==> src/hdl/directed_hausdorff_distance_macros.svh <==
// Assertion macros for the RTL file that carries checks.
`ifndef DIRECTED_HAUSDORFF_DISTANCE_MACROS_SVH
`define DIRECTED_HAUSDORFF_DISTANCE_MACROS_SVH

`ifndef ASSERT_OFF

// The property must hold at every rising clock edge outside reset.
`define DHD_ASSERT_AT(lbl, clk, rst_n, prop) \
  lbl: assert property (@(posedge clk) disable iff (!rst_n) prop) \
    else $error("directed_hausdorff_distance: assertion failed");

// The condition must never be true at a rising clock edge outside reset.
`define DHD_ASSERT_NEVER(lbl, clk, rst_n, cond) \
  lbl: assert property (@(posedge clk) disable iff (!rst_n) !(cond)) \
    else $error("directed_hausdorff_distance: forbidden condition seen");

`else

`define DHD_ASSERT_AT(lbl, clk, rst_n, prop)
`define DHD_ASSERT_NEVER(lbl, clk, rst_n, cond)

`endif

`endif

==> src/hdl/dhd_pkg.sv <==
`timescale 1ns / 1ps

package dhd_pkg;

  localparam int MAX_POINTS_DEF = 1024;
  localparam int COORD_BITS_DEF = 11;

  localparam int ACTION_W = 2;
  localparam int IN_COORD_W = 11;
  localparam int DIST_W = 24;

  localparam logic [DIST_W-1:0] MAX_VALUE_RESET = 24'd8380418;
  localparam logic [DIST_W-1:0] DIST_SAT = 24'hFFFFFF;

  typedef enum logic [ACTION_W-1:0] {
    ACT_CLEAR    = 2'd0,
    ACT_APPEND_A = 2'd1,
    ACT_APPEND_B = 2'd2,
    ACT_COMPUTE  = 2'd3
  } action_e;

  // Commands from the controller to the datapath.
  typedef struct packed {
    logic clear;
    logic append_a;
    logic append_b;
    logic start;
    logic worst_max;
    logic rd;
    logic mult;
    logic eval;
    logic load_out;
  } dhd_cmd_t;

  // Status from the datapath back to the controller.
  typedef struct packed {
    logic a_empty;
    logic b_empty;
    logic last_i;
    logic inner_done;
    logic out_busy;
  } dhd_status_t;

endpackage

==> src/hdl/dhd_ctrl.sv <==
`timescale 1ns / 1ps

module dhd_ctrl (
  input  logic                  clk_i,
  input  logic                  rst_ni,
  input  logic                  in_valid_i,
  input  dhd_pkg::action_e      in_action_i,
  output logic                  in_ready_o,
  input  dhd_pkg::dhd_status_t  status_i,
  output dhd_pkg::dhd_cmd_t     cmd_o
);
  import dhd_pkg::*;

  typedef enum logic [2:0] {
    S_IDLE,
    S_START,
    S_READ,
    S_MULT,
    S_EVAL,
    S_DONE
  } state_e;

  state_e state_q;
  logic   ready_q;
  logic   accept;

  assign accept = in_valid_i && ready_q;
  assign in_ready_o = ready_q;

  always_comb begin
    cmd_o           = '0;
    cmd_o.clear     = accept && (in_action_i == ACT_CLEAR);
    cmd_o.append_a  = accept && (in_action_i == ACT_APPEND_A);
    cmd_o.append_b  = accept && (in_action_i == ACT_APPEND_B);
    cmd_o.start     = (state_q == S_START);
    cmd_o.worst_max = (state_q == S_START) && !status_i.a_empty && status_i.b_empty;
    cmd_o.rd        = (state_q == S_READ);
    cmd_o.mult      = (state_q == S_MULT);
    cmd_o.eval      = (state_q == S_EVAL);
    cmd_o.load_out  = (state_q == S_DONE) && !status_i.out_busy;
  end

  always_ff @(posedge clk_i or negedge rst_ni) begin
    if (!rst_ni) begin
      state_q <= S_IDLE;
      ready_q <= 1'b1;
    end else begin
      case (state_q)
        S_IDLE: begin
          if (accept && (in_action_i == ACT_COMPUTE)) begin
            state_q <= S_START;
            ready_q <= 1'b0;
          end
        end
        S_START: begin
          // An empty set on either side settles the result right away.
          if (status_i.a_empty || status_i.b_empty) begin
            state_q <= S_DONE;
          end else begin
            state_q <= S_READ;
          end
        end
        S_READ: begin
          state_q <= S_MULT;
        end
        S_MULT: begin
          state_q <= S_EVAL;
        end
        S_EVAL: begin
          if (status_i.inner_done && status_i.last_i) begin
            state_q <= S_DONE;
          end else begin
            state_q <= S_READ;
          end
        end
        S_DONE: begin
          if (!status_i.out_busy) begin
            state_q <= S_IDLE;
            ready_q <= 1'b1;
          end
        end
        default: begin
          state_q <= S_IDLE;
          ready_q <= 1'b1;
        end
      endcase
    end
  end

endmodule

==> config.mk <==
export PLATFORM = sky130hd
export DESIGN_NAME = dhd_ctrl
export DESIGN_NICKNAME = d
export VERILOG_FILES = /design/src/hdl/directed_hausdorff_distance_macros.svh /design/src/hdl/dhd_pkg.sv /design/src/hdl/dhd_ctrl.sv
export SDC_FILE = /design/constraint.sdc
export NUM_CORES = 1
export LEC_CHECK = 0
export ABC_AREA = 1
export ABC_CLOCK_PERIOD_IN_PS = 1100
export BUFFER_PORTS_ARGS = -buffer_cell sky130_fd_sc_hd__buf_2
export CORE_AREA = 2 2 39 41
export CTS_CLUSTER_SIZE = 25
export DETAILED_ROUTE_END_ITERATION = 10
export DIE_AREA = 0 0 41 43
export PLACE_DENSITY = 0.52
export SYNTH_ARGS = -nofsm -noshare
export SYNTH_HDL_FRONTEND = slang
export SYNTH_SLANG_ARGS = --single-unit
==> constraint.sdc <==
create_clock -name clk_i -period 1.1 [get_ports clk_i]
set_input_delay 0.22 -clock clk_i [delete_from_list [all_inputs] [get_ports clk_i]]
set_output_delay 0.22 -clock clk_i [all_outputs]
set_load 0.03 [all_outputs]
Word level (Yosys, flattened, before mapping)
Cells that the tools add are included.
- flip-flop bits (word level): 4
- bits of input ports: 10
- output and inout bits: 10
- logic and storage cells: 38
- equality and inequality tests: 10
- mux-type cells: 8
- bitwise gates (word level): 1
- reduce and logical (&&, ||, !) cells: 17
- operators by type and width (operator ; count):
    3-bit case mux with 6 select lines ; 1
    3-bit 2-to-1 mux ; 4
    1-bit logical AND ; 9
    3-bit by 2-bit == test with 1-bit output (second input constant) ; 2
    3-bit == test (second input constant) ; 2
    2-bit == test (second input constant) ; 2
    2-bit != test (second input constant) ; 2
    4-bit OR reduction ; 1
    3-bit by 1-bit == test with 1-bit output (second input constant) ; 1
    3-bit zero test ; 1
    1-bit case mux with 3 select lines ; 1
    3-bit AND reduction ; 1
    2-bit by 1-bit == test with 1-bit output (second input constant) ; 1
    1-bit zero test ; 2
    2-bit zero test ; 1
    1-bit 2-to-1 mux ; 2
    2-bit AND reduction ; 1
    1-bit logical OR ; 1
    1-bit NOT ; 1

Longest topological paths before layout
Gate-level depths: netlist of run 1.
- depth after elaboration: 4
- depth in mapped cells: 7
- depth with buffers taken out: 7

Worst setup path before layout of run 1
OpenSTA, ideal clock, no wires.
- path kind: register to output
- start: register state_q[2]
- end: output port cmd_o[4] in the netlist's numbering
- arrival: 1.512 ns
- required time: 0.880 ns
- path slack: -0.632 ns
- stages on the path, launching flop included: 5
- path buffers: 1
- path through: dfrtp_1 buf_4 nor3_2 nand2_1 nor2_1
- RTL lines (element ; line ; text):
    start, declared ; dhd_ctrl.sv:23 ; state_e state_q;
    start signal, assigned ; dhd_ctrl.sv:45 ; state_q <= S_IDLE;
    start signal, assigned ; dhd_ctrl.sv:51 ; state_q <= S_START;
    start signal, assigned ; dhd_ctrl.sv:58 ; state_q <= S_DONE;
    end, declared ; dhd_ctrl.sv:10 ; output dhd_pkg::dhd_cmd_t cmd_o

==> results of run 1 <==
## where the power goes
group	leakage [nW]	internal, mW	total [mW]	switching, mW
clock network	0.0150	0.136	0.199	0.0628
registers	0.0458	0.237	0.348	0.111
logic	0.363	0.793	1.67	0.874
## layer usage
| metal | part of all wire | GRT usage | vias up |
|---|---|---|---|
| met5 | 0 | 0 | - |
| li1 | - | - | 263 |
| met3 | 0.059 | 0.0366 | 6 |
| met4 | 0.040 | 0.0733 | 0 |
| met2 | 0.56 | 0.269 | 23 |
| met1 | 0.34 | 0.154 | 238 |
## what timing repair did
action | in CTS | in global routing
hold buffers | 1 | 0
pin swaps | 8 | 5
buffers inserted | 4 | 2
gates resized for setup | 30 | 15
endpoints found under the setup margin | 12 | 14
hold endpoints to repair | 4 | 0
## worst max-delay path, stage by stage, from the launching register on
cell and delay, ns:
sky130_fd_sc_hd__dfrtp_2 0.43, sky130_fd_sc_hd__nor3_4 0.24, sky130_fd_sc_hd__nand2_2 0.09, sky130_fd_sc_hd__nor2_4 0.09, sky130_fd_sc_hd__buf_6 0.13
## kinds of logic (layout without fill, tap and decap cells)
kind of cell           count (synthesis)  in the layout  synth area share
and+or+nand+nor                       44             44             0.575
DFF                                    4              4             0.287
buffers and inverters                 12             50             0.138
## sequential cells by signal (all words and copies together), names as in the netlist
| name | cells |
|---|---|
| state_q | 3 |
| in_ready_o | 1 |
## cells in the final DEF (no fill, tap or decap), types with 4 or more instances in the layout
master,Yosys,layout
sky130_fd_sc_hd__buf_6,0,15
sky130_fd_sc_hd__nand2_1,17,14
sky130_fd_sc_hd__buf_2,0,9
sky130_fd_sc_hd__nor2_4,0,7
sky130_fd_sc_hd__nand3_1,8,5
sky130_fd_sc_hd__buf_4,1,10
sky130_fd_sc_hd__inv_2,3,4
sky130_fd_sc_hd__inv_1,8,6
sky130_fd_sc_hd__nor3_4,0,4
## stage by stage
stage / power (mW) / instance area, sq um
6_report: 2.21 / 833
3_5_place_dp: 1.46 / 609
4_1_cts: 1.99 / 767
3_3_place_gp: 1.46 / 609
2_1_floorplan: 1.05 / 427
5_1_grt: 2.37 / 833
## path summary, 6_finish.rpt
path	start	end	slack, ns	depth (start not counted)
hold reg to reg	in_ready_o$_DFFE_PN1P_	in_ready_o$_DFFE_PN1P_	0.60	3
setup / recovery	state_q[1]$_DFFE_PN0P_	cmd_o[4]	-0.34	4
setup reg to reg	state_q[1]$_DFFE_PN0P_	state_q[0]$_DFFE_PN0P_	-0.11	8
hold / removal	status_i[2]	state_q[1]$_DFFE_PN0P_	0.30	4
max in group asynchronous	rst_ni	in_ready_o$_DFFE_PN1P_	0.58	2
min in group asynchronous	rst_ni	state_q[2]$_DFFE_PN0P_	0.31	2
## final cells by class
class                      count  area [sq um]  area share
timing repair buffer          35           299       0.359
sequential                     4           104       0.125
multi-input combinational     44           335       0.402
tap                           16          20.0      0.0240
inverter                      11          48.8      0.0586
clock buffer                   4          26.3      0.0315
==> summary.md, run 1 <==
| Metric | Value |
|---|---|
| Hold Path Class | input pin to flip-flop |
| Clock transition time at the flip-flop clock pins of the worst setup and hold paths | approximately 0.040 ns |
| Placer Congestion | 0.830 |
| TritonCTS Buffers | 3 |
| Clock tree root buffer cell | sky130_fd_sc_hd__clkbuf_4 |
| Maximum Capacitance Violations | 0 |
| Slew Viols, Final | 0 |
| Largest net degree at the start of global routing | 7 |
| Routed via count divided by cell count | roughly 4.6 |
| Dominant register cell in the synthesized netlist | sky130_fd_sc_hd__dfrtp_1 |
| Leak | 0.423 nW |
| Tightest Pin Transition | just under 0.2 ns |
| Average cell area after synthesis | a little under 6 sq um |
| Number of cells after detailed placement | between 100 and 150 |
| Number of synthesized register bits | 4 |
| Antenna violations before repair | 0 |
| Yosys top cell by area | sky130_fd_sc_hd__dfrtp_1 |
| Final hold vios | 0 |
| Bufs on Longest Clock Path | 2 |
| Post-route clock period utilization | 1.31 |
| Relative max-transition margin | 0.870 |
| Min setup slack post-route | -0.344 ns |
| Maximum vdd drop | around 1.2 mV |
| Number of enable flip-flop cells after synthesis | 0 |
| CTS tree | built |
| Width of the chip | a little over 40 um |
| Post-detailed-route DRC marker count | 0 |
| Proportion of synthesized chip area in sequential cells | 0.287 |
| Category of the worst setup path launch point | flip-flop |
| Die Outline Area | about 1800 sq um |
| Most frequently used cell type in the post-synthesis netlist | sky130_fd_sc_hd__nand2_1 |
| Fraction of post-synthesis cell area in the top cell type by area | 0.213 |
| Setup repair after global routing missed its margin | yes |
| Clock period minus worst slack | approximately 1.4 ns |
| Number of cell rows | 14 |
| Critical path endpoint category | primary output |
| Global router's overall resource usage | 0.152 |
| Run status | finished with violations |
| Number of nets with antenna violations after routing | 0 |
| Ant diodes | 0 |
| FFs w/ async S/R, synth | 1.00 |
| Hold slack final | 0.304 ns |
| Endpoint arrival time on the critical path | between 1 and 1.5 ns |
| Maximum level of the CTS H-tree | 1 |
| Detailed placement HPWL | between 800 and 900 um |
| Setup WS pre-CTS | -0.132 ns |
| Leading post-synthesis cells by cell area | sky130_fd_sc_hd__dfrtp_1 21%, sky130_fd_sc_hd__nand2_1 18%, sky130_fd_sc_hd__nand3_1 11%, sky130_fd_sc_hd__nor2_1 11%, sky130_fd_sc_hd__inv_1 8.5% |
| Fill cell total of the finished layout | roughly 130 |
| Post-route non-filler standard cell count | between 100 and 150 |
| DR WL/cell | about 11 um |
| Pwr per Cell Area | around 2700 nW/um^2 |
| Top cells by instance count after synthesis | 17 x sky130_fd_sc_hd__nand2_1, 10 x sky130_fd_sc_hd__nor2_1, 8 x sky130_fd_sc_hd__inv_1, 8 x sky130_fd_sc_hd__nand3_1 |
| Fraction of layout cells with a size suffix above 1 | 0.663 |
| Number of sinks on the clock net | 4 |
| Source-to-sink clock delay at the later pin of the worst-skew pair | between 0.2 and 0.25 ns |
| Detailed Routing Iterations Pass 1 | 4 |
| Core Box Area | 1380 sq um |
| Crit path required time | 0.88 ns |
| Max Clk Rate | ~700 MHz |
| Overflow after GRT | 0 |
| Post-synthesis cell count | 60 |
| Post-synthesis to final-layout area growth | 136% |
| Synthesized netlist net count | 70 |
| Core Util, Final | 0.602 |
| Skew final | about 0.0068 ns |
| Failing checks | negative setup slack |
| Sum Neg Setup Slack | -2.82 ns |
| Global-route wire length before repair | around 1800 um |
| Summed instance area of the synthesized netlist | approximately 350 sq um |
| Detailed-route via count | 530 |
| Vias in the first global route | just under 500 |
| Number of distinct library cell variants in the gate-level netlist after synthesis | 15 |
| Port Buf Inserts | 19 |
| Number of warnings printed during yosys synthesis | 0 |
| Top-level port count | 20 |
| Maximum fanout encountered on the critical timing path | 3 |
| Layout Nets | about 110 |
| Worst setup path category | flip-flop to primary output |
| Height of the die | between 40 and 50 um |
| DRC marker count from the first detailed-route iteration | 10 |
| Total setup violations reported at the end of the flow | 13 |
| Total detailed-routing wirelength | approximately 1300 um |
| Initial Utilization | 0.255 |
Power figures use the tool's default switching activity.
==> inputs of run 2 (changes only) <==
- PLACE_DENSITY: 0.52 -> default
- SKIP_LAST_GASP: default -> 1
==> run 2 against run 1 <==
The run still ends with negative setup slack left; power down 1.7%; register-to-register slack got worse by 0.05 ns; first-iteration DRC count decreased by 20%; sequential power down 7.5%; worst hold slack worse by 0.013 ns; core utilization is 1.1 points lower; combinational power shrank 2%; sequential cell count stayed put; critical endpoint unchanged.
==> summary.md, run 2 (synthesis gave the netlist of run 1 again) <==
| Metric | Value |
|---|---|
| Total detailed-routing wirelength | 1320 um (+2.3%) |
| Port Buf Inserts | 19 (unchanged) |
| Placer Congestion | 0.845 (+1.7%) |
| Min-Delay Startpoint | status_i[2] |
| Overflow after GRT | 0 (unchanged) |
| Maximum level of the CTS H-tree | 1 (unchanged) |
| Maximum vdd drop | 1.42 mV (+19%) |
| Initial Utilization | 0.255 (unchanged) |
| Largest net degree at the start of global routing | 5 (-2) |
| Post-route cell area | 818 sq um (-1.8%) |
| Post-synthesis to final-layout area growth | 132% |
| Relative max-transition margin | 0.883 (+0.0128) |
| Post-detailed-route DRC marker count | 0 (unchanged) |
| Clock transition time at the flip-flop clock pins of the worst setup and hold paths | 0.05 ns (about the same) |
| Global-route layer with the greatest usage | met2 |
| Global-route wire length before repair | 1990 um (+9.1%) |
| Bufs on Longest Clock Path | 2 (unchanged) |
| Commonest non-fill, non-tap cell in the layout | sky130_fd_sc_hd__buf_6 |
| Met1 usage | 0.160 (+0.00654) |
| Hold Path Class | input pin to flip-flop |
| Commonest non-fill, non-tap cells in the layout | 15 x sky130_fd_sc_hd__buf_6, 14 x sky130_fd_sc_hd__nand2_1, 10 x sky130_fd_sc_hd__buf_4, 9 x sky130_fd_sc_hd__buf_2 |
| Max reg flops | 3 (unchanged) |
| Hold slack final | 0.290 ns (-0.0134 ns) |
| Met3 usage | 0.0576 (+0.0209) |
| Worst setup path category | flip-flop to primary output |
| Category of the worst setup path launch point | flip-flop |
| Final hold vios | 0 (unchanged) |
| Height of the die | 43 um (unchanged) |
| Total Power | 2.18 mW (-1.7%) |
| CP startpoint | state_q[2]$_DFFE_PN0P_ |
| Sum Neg Setup Slack | -2.95 ns (-0.131 ns) |
| Post-route clock period utilization | 1.31 (-0.00648) |
| Die Outline Area | 1760 sq um (unchanged) |
| DR WL/cell | 11.5 um (+2.3%) |
| Min setup slack post-route | -0.337 ns (+0.00712 ns) |
| Clock tree root buffer cell | sky130_fd_sc_hd__clkbuf_4 |
| Vias in the first global route | 515 (+6.0%) |
| Routed via count divided by cell count | 4.59 (-1.3%) |
| Layout Nets | 109 (unchanged) |
| Core Util, Final | 0.591 (-0.0109) |
| Endpoint arrival time on the critical path | 1.22 ns (about the same) |
| Failing checks | negative setup slack |
| CTS tree | built |
| Detailed placement HPWL | 819 um (-0.76%) |
| Skew final | 0.00813 ns (+0.00132 ns) |
| Number of sinks on the clock net | 4 (unchanged) |
| Fraction of layout cells with a size suffix above 1 | 0.633 (-0.0306) |
| Worst stage delay on the critical path | 0.44 ns (about the same) |
| Startpoint of the worst register-to-register path | state_q[2]$_DFFE_PN0P_ |
| Top-level port count | 20 (unchanged) |
| Crit path required time | 0.88 ns (about the same) |
| Delay-heaviest family, CP | flip-flops |
| Source-to-sink clock delay at the later pin of the worst-skew pair | 0.25 ns (about the same) |
| Detailed-route via count | 523 (-1.3%) |
| Clock period minus worst slack | 1.44 ns (-0.00712 ns) |
| Largest reg by FF count | state_q |
| Leak | 0.418 nW (-1.3%) |
| Detailed Routing Iterations Pass 1 | 4 (unchanged) |
| Global Route met2 Usage | 0.291 (+0.0219) |
| Ant diodes | 0 (unchanged) |
| Antenna violations before repair | 0 (unchanged) |
| Critical path buffers and inverters | 1 (unchanged) |
| Global router's overall resource usage | 0.172 (+0.0192) |
| Cells along the critical path | nor3_4, nand2_2, nor2_4, buf_6 |
| Width of the chip | 41 um (unchanged) |
| DRC marker count from the first detailed-route iteration | 8 (-2) |
| Placed Area | 587 sq um (-3.7%) |
| Max Clk Rate | 696 MHz (+0.50%) |
| Slew Viols, Final | 0 (unchanged) |
| Number of nets with antenna violations after routing | 0 (unchanged) |
| Critical path endpoint category | primary output |
| Total setup violations reported at the end of the flow | 14 (+1) |
| Worst-case register-to-register setup slack | -0.16 ns (-0.05 ns) |
| Fill cell total of the finished layout | 120 (-7.0%) |
| Core Box Area | 1380 sq um (unchanged) |
| Maximum Capacitance Violations | 0 (unchanged) |
| Run status | finished with violations |
| Setup repair after global routing missed its margin | yes |
| Slowest CP cell | sky130_fd_sc_hd__dfrtp_2 |
| TritonCTS Buffers | 3 (unchanged) |
| Pwr per Cell Area | 2660 nW/um^2 (about the same) |
| Tightest Pin Transition | 0.175 ns (-0.0198 ns) |
| Maximum fanout encountered on the critical timing path | 4 (+1) |
| Number of cell rows | 14 (unchanged) |
[run 2: cell counts in the layout (fill, tap and decap cells not counted)]
No cell type changed its count.
[run 2: cell type report]
type                       instances  area [sq um]  share of cell area
clock buffer                       4          26.3              0.0321
inverter                          11          46.3              0.0566
multi-input combinational         44           323               0.394
sequential                         4           104               0.127
tap                               16          20.0              0.0245
timing repair buffer              35           299               0.365
[run 2: worst register-to-register path, stage by stage (launching register included)]
cell	delay (ns)
sky130_fd_sc_hd__dfrtp_2	0.41
sky130_fd_sc_hd__buf_4	0.15
sky130_fd_sc_hd__inv_6	0.04
sky130_fd_sc_hd__buf_4	0.12
sky130_fd_sc_hd__buf_4	0.12
sky130_fd_sc_hd__nand3_1	0.10
sky130_fd_sc_hd__nand3_1	0.09
sky130_fd_sc_hd__nand2_1	0.07
sky130_fd_sc_hd__nand2_1	0.04
[run 2: repair_timing]
action | in CTS | in global routing
gates resized for setup | 29 | 12
endpoints found under the setup margin | 12 | 14
buffers inserted | 7 | 3
pin swaps | 8 | 11
cloned | 0 | 0
endpoints found under the hold margin | 4 | 0
hold buffers | 1 | 0
[run 2: power breakdown]
part | switching (mW) | internal, mW
registers | 0.0853 | 0.237
clock network | 0.0819 | 0.137
logic | 0.881 | 0.753
total | 1.05 | 1.13
[run 2: path summary, 6_finish.rpt]
| path | to | cells past startpoint |
|---|---|---|
| hold / removal | state_q[1]$_DFFE_PN0P_ | 4 |
| hold reg to reg | in_ready_o$_DFFE_PN1P_ | 3 |
| setup / recovery | cmd_o[4] | 4 |
| min in group asynchronous | state_q[1]$_DFFE_PN0P_ | 2 |
| setup reg to reg | state_q[0]$_DFFE_PN0P_ | 8 |
| max in group asynchronous | in_ready_o$_DFFE_PN1P_ | 2 |
[run 2: routing by layer]
layer / wire (um) / part of all wire
met1: 432 / 0.33
met2: 758 / 0.58
met3: 91 / 0.069
met4: 31 / 0.024
met5: 0 / 0
[run 2: metrics by stage]
stage | cells | setup slack, ns
floorplan | 60 | -0.309
global placement | 101 | -0.115
detailed placement | 101 | -0.127
CTS | 113 | -0.309
global route | 114 | -0.371
finish | 114 | -0.337
==> inputs of run 3 (changes only) <==
- ABC_CLOCK_PERIOD_IN_PS: 1100 -> 1800
- CTS_CLUSTER_DIAMETER: default -> 60
- clock period: 1.1 -> 1.8 ns (I/O delays scaled with it)
==> run 3 against run 2 <==
The flow now finishes without violations; worst hold slack improved by 0.14 ns; worst setup slack improved by 0.47 ns; sequential cell count did not move; non-clock buffer count fell by 15; clock-buffer cell count unchanged; via count down 22%; design area shrank 39%; highest routed layer is now met3; register-to-register slack improved by 0.89 ns; critical path type unchanged; global-route usage down 5.8 points; clock skew decreased by 0.0060 ns; core utilization decreased by 23 points.
==> summary.md, run 3 (synthesis gave the netlist of run 1 again) <==
| Metric | Value |
|---|---|
| Run status | completed |
| Detailed placement HPWL | 653 um (-20%) |
| Setup WS pre-CTS | 0.366 ns (+0.493 ns) |
| Setup repair after global routing missed its margin | no |
| Routed via count divided by cell count | 4.12 (-10%) |
| Critical path buffers and inverters | 2 (+1) |
| Post-detailed-route DRC marker count | 0 (unchanged) |
| Clock transition time at the flip-flop clock pins of the worst setup and hold paths | 0.04 ns (about the same) |
| Placer Congestion | 0.767 (-9.2%) |
| Endpoint arrival time on the critical path | 1.30 ns (+0.08 ns) |
| Worst stage delay on the critical path | 0.41 ns (-0.03 ns) |
| Maximum level of the CTS H-tree | 1 (unchanged) |
| Final hold vios | 0 (unchanged) |
| Slew Viols, Final | 0 (unchanged) |
| Largest reg by FF count | state_q |
| Bufs on Longest Clock Path | 2 (unchanged) |
| Critical path endpoint category | primary output |
| Number of nets with antenna violations after routing | 0 (unchanged) |
| Total Power | 0.784 mW (-64%) |
| Clock tree root buffer cell | sky130_fd_sc_hd__clkbuf_4 |
| Number of sinks on the clock net | 4 (unchanged) |
| Vias in the first global route | 335 (-35%) |
| Total detailed-routing wirelength | 792 um (-40%) |
| Crit path required time | 1.44 ns (+0.56 ns) |
| Resized Gates After CTS | 0 (-100%) |
| Core Box Area | 1380 sq um (unchanged) |
| Post-route non-filler standard cell count | 99 (-13%) |
| Sum Neg Setup Slack | 0 ns (+2.95 ns) |
| Maximum fanout encountered on the critical timing path | 5 (+1) |
| TritonCTS Buffers | 3 (unchanged) |
| Core Util, Final | 0.361 (-0.231) |
| Post-route clock period utilization | 0.924 |
| Hold Path Class | input pin to flip-flop |
| Source-to-sink clock delay at the later pin of the worst-skew pair | 0.23 ns (-0.02 ns) |
| Number of cells after detailed placement | 94 (-6.9%) |
| Post-synthesis to final-layout area growth | 41.5% |
| Die Outline Area | 1760 sq um (unchanged) |
| Detailed Routing Iterations Pass 1 | 4 (unchanged) |
| Height of the die | 43 um (unchanged) |
| Hold slack final | 0.433 ns (+0.143 ns) |
| Detailed-route via count | 408 (-22%) |
| Maximum vdd drop | 0.647 mV (-54%) |
| Antenna violations before repair | 0 (unchanged) |
| Category of the worst setup path launch point | flip-flop |
| Initial Utilization | 0.255 (unchanged) |
| DRC marker count from the first detailed-route iteration | 5 (-3) |
| Fraction of layout cells with a size suffix above 1 | 0.373 (-0.259) |
| DR WL/cell | 8.00 um (-31%) |
| Commonest non-fill, non-tap cell in the layout | sky130_fd_sc_hd__buf_2 |
| Placed Area | 463 sq um (-21%) |
| Global router's overall resource usage | 0.114 (-0.0576) |
| Tightest Pin Transition | 0.326 ns (+0.151 ns) |
| Largest net degree at the start of global routing | 10 (+5) |
| Setup fix buffers added after clock tree synthesis | 0 (-7) |
| Pwr per Cell Area | 1570 nW/um^2 (-41%) |
| Worst setup path category | flip-flop to primary output |
| CTS tree | built |
| Max reg flops | 3 (unchanged) |
| Max Clk Rate | around 600 MHz |
| Cells along the critical path | inv_2, nor3_2, nand2_1, nor2_2, buf_2 |
| Global-route wire length before repair | 1300 um (-35%) |
| Total setup violations reported at the end of the flow | 0 (-14) |
| Overflow after GRT | 0 (unchanged) |
| Skew final | 0.00211 ns (-0.00603 ns) |
| Port Buf Inserts | 19 (unchanged) |
| Top-level port count | 20 (unchanged) |
| Relative max-transition margin | 0.783 (-0.100) |
| Post-route cell area | 499 sq um (-39%) |
| Commonest non-fill, non-tap cells in the layout | 19 x sky130_fd_sc_hd__buf_2, 17 x sky130_fd_sc_hd__nand2_1, 9 x sky130_fd_sc_hd__nor2_1, 8 x sky130_fd_sc_hd__nand3_1, 8 x sky130_fd_sc_hd__inv_1 |
| Slowest CP cell | sky130_fd_sc_hd__dfrtp_1 |
| Maximum Capacitance Violations | 0 (unchanged) |
| Min setup slack post-route | 0.138 ns (+0.475 ns) |
| Delay-heaviest family, CP | flip-flops |
| Width of the chip | 41 um (unchanged) |
| Number of cell rows | 14 (unchanged) |
| Layout Nets | 94 (-14%) |
| Clock period minus worst slack | between 1.5 and 2 ns |
| Ant diodes | 0 (unchanged) |
| Leak | 0.313 nW (-25%) |
==> run 3: final cells by class <==
class | count | area (sq um)
Fill cell | 149 | 885
Multi-Input combinational cell | 44 | 205
Timing Repair Buffer | 20 | 105
Sequential cell | 4 | 101
Inverter | 11 | 41.3
Clock buffer | 4 | 26.3
Tap cell | 16 | 20.0
==> run 3: power by group <==
part / switching, mW / internal, mW
Combinational: 0.308 / 0.150
Clock: 0.0390 / 0.0833
Sequential: 0.0634 / 0.140
==> run 3: final timing paths <==
path,start,slack [ns],end,cells after the start
worst max register to register,state_q[2]$_DFFE_PN0P_,0.73,state_q[0]$_DFFE_PN0P_,6
min in group asynchronous,rst_ni,0.46,state_q[1]$_DFFE_PN0P_,2
worst min register to register,in_ready_o$_DFFE_PN1P_,0.46,in_ready_o$_DFFE_PN1P_,2
worst max-delay path,state_q[0]$_DFFE_PN0P_,0.14,cmd_o[4],5
worst min-delay path,status_i[2],0.43,state_q[1]$_DFFE_PN0P_,4
max in group asynchronous,rst_ni,1.14,in_ready_o$_DFFE_PN1P_,2
==> run 3: repair_timing <==
item | 4_1_cts | 5_1_grt
endpoints found under the hold margin | 3 | 0
setup endpoints to repair | 0 | 1
hold buffers | 1 | 0
==> run 3: tightest hold or removal path: cells and delay by family <==
kind	cells	cell delay (ns)
buf+inv	1	0.07
simple gates	3	0.18
==> run 3: layer usage <==
metal,wire [um],global-route usage,vias to the layer above
li1,-,-,234
met3,83,0.0942,0
met4,0,0.0200,0
met1,393,0.150,155
met5,0,0,-
met2,315,0.144,19
